<file path="src/design/tcc_pkg.sv">
// ----------------------------------------------------------------------------
// tcc_pkg
// Shared types, constants and helper functions for the triangle
// versus circle hit test.
// ----------------------------------------------------------------------------
package tcc_pkg;

  localparam int SINE_TABLE_DEPTH_DEF = 256;
  localparam int QUEUE_DEPTH          = 4;
  localparam int QCNT_W               = $clog2(QUEUE_DEPTH + 1);
  localparam int QPTR_W               = $clog2(QUEUE_DEPTH);

  localparam logic [11:0] SHIP_SCALE_RESET = 12'd256;
  localparam logic        REG_SHIP_SCALE   = 1'b0;

  localparam logic [63:0] Q30_C1 = 64'd1686629713;
  localparam logic [63:0] Q30_C3 = 64'd693598668;
  localparam logic [63:0] Q30_C5 = 64'd85569306;
  localparam logic [63:0] Q30_C7 = 64'd5026994;
  localparam logic [63:0] Q30_C9 = 64'd172272;

  // Vertex coordinate, Q4 pixels, wide enough for the ship position plus offset.
  typedef logic signed [17:0] coord_t;

  // Local vertex offsets that follow from the ship scale.
  typedef struct packed {
    logic [8:0] half;
    logic [8:0] nose;
    logic [7:0] tail;
  } offs_t;

  // One item after the front end: placed vertices and the circle.
  typedef struct packed {
    coord_t [2:0] vx;
    coord_t [2:0] vy;
    logic [15:0]  cx;
    logic [15:0]  cy;
    logic [16:0]  rad;
  } vert_t;

  // Sine of a 16-bit phase in signed Q1.14, odd polynomial on the quarter wave.
  function automatic logic signed [15:0] quarter_sine(input logic [15:0] phase);
    logic [1:0]  quad;
    logic [63:0] f;
    logic [63:0] t30;
    logic [63:0] t2;
    logic [63:0] p;
    logic [63:0] v;
    quad = phase[15:14];
    f    = {50'd0, phase[13:0]};
    if (quad[0]) begin
      f = 64'd16384 - f;
    end
    t30 = f << 16;
    t2  = (t30 * t30) >> 30;
    p   = Q30_C9;
    p   = Q30_C7 - ((p * t2) >> 30);
    p   = Q30_C5 - ((p * t2) >> 30);
    p   = Q30_C3 - ((p * t2) >> 30);
    p   = Q30_C1 - ((p * t2) >> 30);
    v   = (((p * t30) >> 30) + 64'd32768) >> 16;
    if (v > 64'd16384) begin
      v = 64'd16384;
    end
    return quad[1] ? -v[15:0] : v[15:0];
  endfunction

  // Offsets rounded half up to Q4: scale (Q8) times a Q16 constant.
  function automatic offs_t calc_offs(input logic [11:0] s);
    offs_t       o;
    logic [31:0] sw;
    logic [31:0] t;
    sw     = {20'd0, s};
    t      = (sw * 32'd32768 + 32'd524288) >> 20;
    o.half = t[8:0];
    t      = (sw * 32'd37814 + 32'd524288) >> 20;
    o.nose = t[8:0];
    t      = (sw * 32'd18918 + 32'd524288) >> 20;
    o.tail = t[7:0];
    return o;
  endfunction

endpackage

</file>
<file path="src/design/tcc_queue.sv">
// ----------------------------------------------------------------------------
// tcc_queue
// Short register queue between the vertex front end and the hit back end.
// ----------------------------------------------------------------------------
module tcc_queue
  import tcc_pkg::*;
(
  input  logic              clk,
  input  logic              rst_n,
  input  logic              push,
  input  vert_t             push_data,
  output logic              pop,
  output vert_t             pop_data,
  output logic [QCNT_W-1:0] count
);

  vert_t             mem_r [QUEUE_DEPTH];
  logic [QPTR_W-1:0] wr_r, rd_r;
  logic [QCNT_W-1:0] cnt_r, cnt_nxt;

  // The back end never stalls, so the head leaves as soon as it is there.
  assign pop      = cnt_r != '0;
  assign pop_data = mem_r[rd_r];
  assign count    = cnt_r;

  always_comb begin
    cnt_nxt = cnt_r;
    if (push && !pop) begin
      cnt_nxt = cnt_r + 1'b1;
    end else if (pop && !push) begin
      cnt_nxt = cnt_r - 1'b1;
    end
  end

  always_ff @(posedge clk) begin
    if (!rst_n) begin
      wr_r  <= '0;
      rd_r  <= '0;
      cnt_r <= '0;
    end else begin
      cnt_r <= cnt_nxt;
      if (push) begin
        wr_r <= (wr_r == QPTR_W'(QUEUE_DEPTH - 1)) ? '0 : wr_r + 1'b1;
      end
      if (pop) begin
        rd_r <= (rd_r == QPTR_W'(QUEUE_DEPTH - 1)) ? '0 : rd_r + 1'b1;
      end
    end
  end

  always_ff @(posedge clk) begin
    if (push) begin
      mem_r[wr_r] <= push_data;
    end
  end

  a_no_overflow: assert property (@(posedge clk) disable iff (!rst_n)
    !(push && !pop && cnt_r == QCNT_W'(QUEUE_DEPTH)))
    else $error("queue written while full");

  a_count_up: assert property (@(posedge clk) disable iff (!rst_n)
    push && !pop |=> cnt_r == $past(cnt_r) + 1'b1)
    else $error("queue count did not follow a push");

endmodule

</file>
<file path="config.mk">
export PLATFORM = sky130hd
export DESIGN_NAME = tcc_queue
export DESIGN_NICKNAME = d
export VERILOG_FILES = /design/src/design/tcc_pkg.sv /design/src/design/tcc_queue.sv
export SDC_FILE = /design/constraint.sdc
export NUM_CORES = 1
export LEC_CHECK = 0
export ABC_AREA = 1
export ABC_CLOCK_PERIOD_IN_PS = 11930
export BUFFER_PORTS_ARGS = -buffer_cell sky130_fd_sc_hd__buf_2
export CORE_MARGIN = 1
export CORE_UTILIZATION = 35
export DETAILED_ROUTE_END_ITERATION = 10
export PLACE_DENSITY = 0.6
export SETUP_SLACK_MARGIN = 0.1
export SLEW_MARGIN = 20
export SYNTH_ARGS = -nofsm -noshare
export SYNTH_HDL_FRONTEND = slang
export SYNTH_SLANG_ARGS = --single-unit
</file>
<file path="constraint.sdc">
create_clock -name clk -period 11.93 [get_ports clk]
set_clock_uncertainty 0.1 [all_clocks]
set_input_delay 1.193 -clock clk [delete_from_list [all_inputs] [get_ports clk]]
set_output_delay 1.193 -clock clk [all_outputs]
set_load 0.01 [all_outputs]
</file>
==> Yosys cells after proc, flatten, opt, wreduce, memory -nomap -nowiden <==
Memory sizes are Yosys's and may differ from the RTL's. A register that Yosys moved wholly into a read port is not among the register bits.
Cells that the tools add are included.
{ "word_totals": {"n_memories": 1, "reg_bits": 7, "ramBits": 628, "output_inout_bits": 161, "inputBits": 160, "elab_cells": 24} }
{ "memory_table": {"columns": ["memory", "depth", "word_bits", "read_ports", "rd_clocked_by_memory_dff", "wr", "line", "rtl"], "rows": [
  ["mem_r", 4, 157, 1, 1, 1, "tcc_queue.sv:17", "vert_t mem_r [QUEUE_DEPTH];"]
]} }
{ "op_classes": {"mux": 8, "add_sub_neg": 4, "n_eq_ne": 2, "n_reduce_logical": 6} }
{ "op_table": {"columns": ["op", "n"], "rows": [
  ["two-way mux 2 bit", 4],
  ["two-way mux 3 bit", 2],
  ["adder 2 x 1 -> 2 bit (second input constant)", 2],
  ["== test 2 bit (second input constant)", 2],
  ["adder 3 x 1 -> 3 bit (second input constant)", 1],
  ["nonzero test 3 bit", 1],
  ["subtractor 3 x 1 -> 3 bit (second input constant)", 1],
  ["logical AND 1 bit", 2],
  ["zero test 1 bit", 2],
  ["two-way mux 1 bit", 2],
  ["nonzero test 2 bit", 1]
]} }

==> Longest topological paths before layout <==
{ "logic_depth": {"word_depth": 4, "ltp_mapped": 10, "depth_no_buf": 10} }

==> Worst setup path after synthesis <==
Ideal clock, no wire load.
{ "synth_path": {"kind": "input port to flip-flop", "from": "input port push", "to": "memory mem_r[3][0] in the netlist's numbering (enable)", "arrival_ns": 4.248, "setup_ns": 0.509, "n_path_buf": 0, "required_time_ns": 11.321, "slack_ns": 7.072, "cell_stages": 2, "path_cell_list": "nand2_1 > inv_1"} }
{ "synth_between": {"elab_chain_cells": 2} }
{ "synth_rtl": {"columns": ["item", "line", "rtl"], "rows": [
  ["from (decl)", "tcc_queue.sv:10", "input logic push,"],
  ["two-way mux 1 bit", "tcc_queue.sv:52", "if (push) begin"],
  ["two-way mux 1 bit (implied by the code)", "tcc_queue.sv:53", "mem_r[wr_r] <= push_data;"],
  ["to (decl)", "tcc_queue.sv:17", null]
]} }
No other way between the ends.

==> summary.txt <==
Run status
  • Status: finished, final reports clean

CTS
  • Clock Latency Late Sink: around 600 ps
  • CTS Buffer Depth: 3
  • Postcts setup bufs: 0
  • CTS root buf: clkbuf_16
  • Num CTS Buffers: 70
  • H-tree Lvls: 3
  • Hold_buf cts: 0
  • Clock transition at the registers of the reported paths: 50 ps
  • Post_cts resized: 0
  • Clk sinks: 637
  • CTS tree: yes

Floorplanning
  • I/O Pins: between 300 and 400
  • Std-Cell Rows: 95
  • Core area: 67,200 µm²
  • Die Span Y: 262 µm
  • Die Area: 68,800 µm²
  • Die X: ~260 µm
  • Initial Utilization: 35.3%

STA
  • Slew Limit Fails: 0
  • Slew headroom: between 20% and 30%
  • Final Hold Fails: 0
  • Peak Freq: 0.179 GHz
  • Crit share post-route: 46.8%
  • Final Critical Period: around 5600 ps
  • Setup TNS: 0 ps
  • Actual slew at the worst max-slew pin: around 1100 ps
  • Setup Viol. Count Final: 0
  • RSZ-0062 raised after global routing: no

Cells and area
  • FF/Latch Area: between 15,000 and 20,000 µm²
  • Area grow syn2layout: 18.8%
  • Multi-input gate area: 3950 µm²
  • Filler cells: 6,016
  • Ratio of cells with drive above 1 in the final layout: a little under a quarter
  • Layout Nets: approximately 2,100
  • Post-route cell area: ~28,000 µm²

Synthesis
  • Yosys top cell by area: edfxtp_1
  • Cells after Synth: ~1,600
  • Post-synth top flop: edfxtp_1
  • Netlist cell types: 21
  • Synthesized area: between 20,000 and 25,000 µm²
  • Post-synth EDFFs: 628
  • Seq/Total Area, Yosys: between 80% and 90%
  • Top cells by area, synth: edfxtp_1 79%, o21ai_0 5.9%, nor2_1 5.1%
  • Synthesized area per cell: 15.0 µm²
  • Synth cell count leaders: 628 x edfxtp_1, 320 x nor2_1, 282 x o21ai_0, 157 x o22ai_1, 50 x clkbuf_1
  • Synth warnings: 0
  • Synthesized flop and latch total: between 600 and 700
  • Ys async rst share: 0%
  • Top-count cell post-synth: edfxtp_1
  • Syn Nets: ~1,700
  • Synth top area share: 79.5%

Worst setup path
  • RR Startpoint: wr_r[1]$_SDFFE_PN0P_
  • Bufs and invs on worst path: 4
  • Crit path kind: flop to primary output
  • R2R depth: 5
  • Setup crit end kind: primary output
  • CP max-delay cell: buf_4
  • Crit path max-delay family: buffers and inverters
  • Worst EP arrival: 4300 ps
  • CP max FO: about 120
  • CP peak stage delay: around 900 ps
  • Worst setup SP type: flop
  • Reg2Reg Setup Slack: between 9000 and 10,000 ps
  • Worst r2r dst: mem_r[1][112]$_DFFE_PP_
  • Crit path cell chain: inv_8 -> buf_4 -> buf_4 -> o21ai_0 -> o22ai_1 -> buf_2
  • Critical path's most frequent cell: buf_4
  • WP data required: 10,640 ps

Detailed routing
  • WL per Instance: roughly 20 µm
  • Detail Route Antenna Nets: 0
  • WL final: 55,200 µm
  • DR iter-0 viols: ~950
  • Number of vias per cell: between 5 and 6
  • DR pass1 iterations: 5
  • Via count of the routed design: ~14,000
  • Post-route DRC: 0

GRT
  • Largest net degree at the start of global routing: 120
  • Grt ovf: 0
  • Vias in the first global route: ~14,000
  • Global Route Usage Sum: 15.8%
  • Wire length of the first global-routing pass: 83,400 µm
  • Initial antenna violation count: 9

Place
  • Final HPWL from detailed placement: just under 30,000 µm
  • Area after DPL: roughly 26,000 µm²
  • Final Wtd Congestion: 0.744
  • # port buffers: 320

Hold path
  • Hold path start: rd_r[1]$_SDFFE_PN0P_
  • Worst hold stages: 2
  • Worst Hold Class: flop to flop

Power and ir drop
  • Power Dens Cells: around 220 nW/µm²
  • Worst vdd ir: ~0.15 mV
  • LEAKAGE: 9.71 nW

Flow run
  • MaxCap Viol Count: 0
==> cell usage in the layout, fill, tap and decap left out <==
| cell type | n |
|---|---|
| nand2_1 | 12 |
| edfxtp_1 | 628 |
| clkbuf_8 | 2 |
| inv_6 | 10 |
| nand4_1 | 1 |
| o21ai_1 | 38 |
| a21oi_1 | 2 |
| dfxtp_1 | 7 |
| clkbuf_16 | 70 |
| o21ai_0 | 282 |
| o22ai_1 | 157 |
| inv_4 | 1 |
| buf_4 | 17 |
| nor2_1 | 320 |
| inv_1 | 10 |
| dfxtp_4 | 2 |
| clkinvlp_4 | 4 |
| inv_8 | 2 |
| ha_1 | 6 |
| clkbuf_1 | 8 |
| bufinv_16 | 6 |
| clkinv_2 | 12 |
| inv_16 | 1 |
| clkinv_8 | 4 |
| clkinv_1 | 12 |
| buf_2 | 320 |
| diode_2 | 7 |
| nand3_1 | 2 |
| o211a_1 | 2 |
==> state kept, by name, summed over array words and instances (netlist names), named ones only <==
register and count:
rd_r 2, count 3, mem_r 628, wr_r 2
==> cell families (layout without fill, tap and decap cells) <==
logic type	after synthesis	count (layout)	synth area share (%)
compound gates	481	481	11.0
other cells	0	7	0
flops	637	637	80.2
simple gates	335	335	5.32
buf+inv	119	479	3.12
fa+ha+maj	6	6	0.316
==> tightest hold or removal path: cells and delay by family (launching register included) <==
family           cells  cell delay, ps
flip-flops           1             310
AO/OA/AOI/OAI        1             150
AND/OR/NAND/NOR      1              50
==> final cells by class <==
| class | count | area share [%] |
|---|---|---|
| Multi-Input combinational cell | 822 | 14.0 |
| Tap cell | 873 | 3.87 |
| Timing Repair Buffer | 337 | 6.13 |
| Sequential cell | 637 | 67.5 |
| Antenna cell | 7 | 0.0621 |
| Inverter | 16 | 0.319 |
| Clock inverter | 46 | 1.65 |
| Clock buffer | 80 | 6.42 |
==> stage by stage <==
stage | power (W) | setup WS (ps) | util, % | cells | hold WS, ps
finish | 0.00631 | 6340 | 42.0 | 2818 | 449
global route | 0.00662 | 5930 | 42.0 | 2815 | 486
CTS | 0.00639 | 6270 | 42.0 | 2811 | 447
detailed placement | 0.00427 | 6940 | 38.6 | 2685 | 438
global placement | 0.00423 | 7050 | 38.6 | 2685 | 416
floorplan | 0.00369 | 7070 | - | 1578 | 390
==> per-layer routing <==
layer	global-route usage [%]	vias to the layer above	wire, µm
li1	-	6611	-
met1	19.7	7035	23400
met2	26.3	366	27100
met3	4.24	89	3450
met4	5.66	10	1210
met5	0	-	54
==> worst max path at each step <==
stage / start / to / slack (ps) / cells after the start
finish: flop / pop_data[97] / 6340 / 6
global route: flop / pop_data[97] / 5930 / 6
CTS: flop / pop_data[79] / 6270 / 6
detailed placement: flop / pop_data[79] / 6940 / 6
global placement: flop / pop_data[83] / 7050 / 6
floorplan: push / mem_r[3][0]$_DFFE_PP_ / 7070 / 2
==> where the power goes <==
part / total, W / switching [W] / internal, W / leakage [nW]
registers: 0.00264 / 0.0000697 / 0.00257 / 5.84
logic: 0.00155 / 0.00106 / 0.000498 / 2.75
clock network: 0.00211 / 0.000875 / 0.00124 / 1.11
total: 0.00631 / 0.00200 / 0.00431 / 9.71
Note: power is estimated with default switching activity, not from simulation.
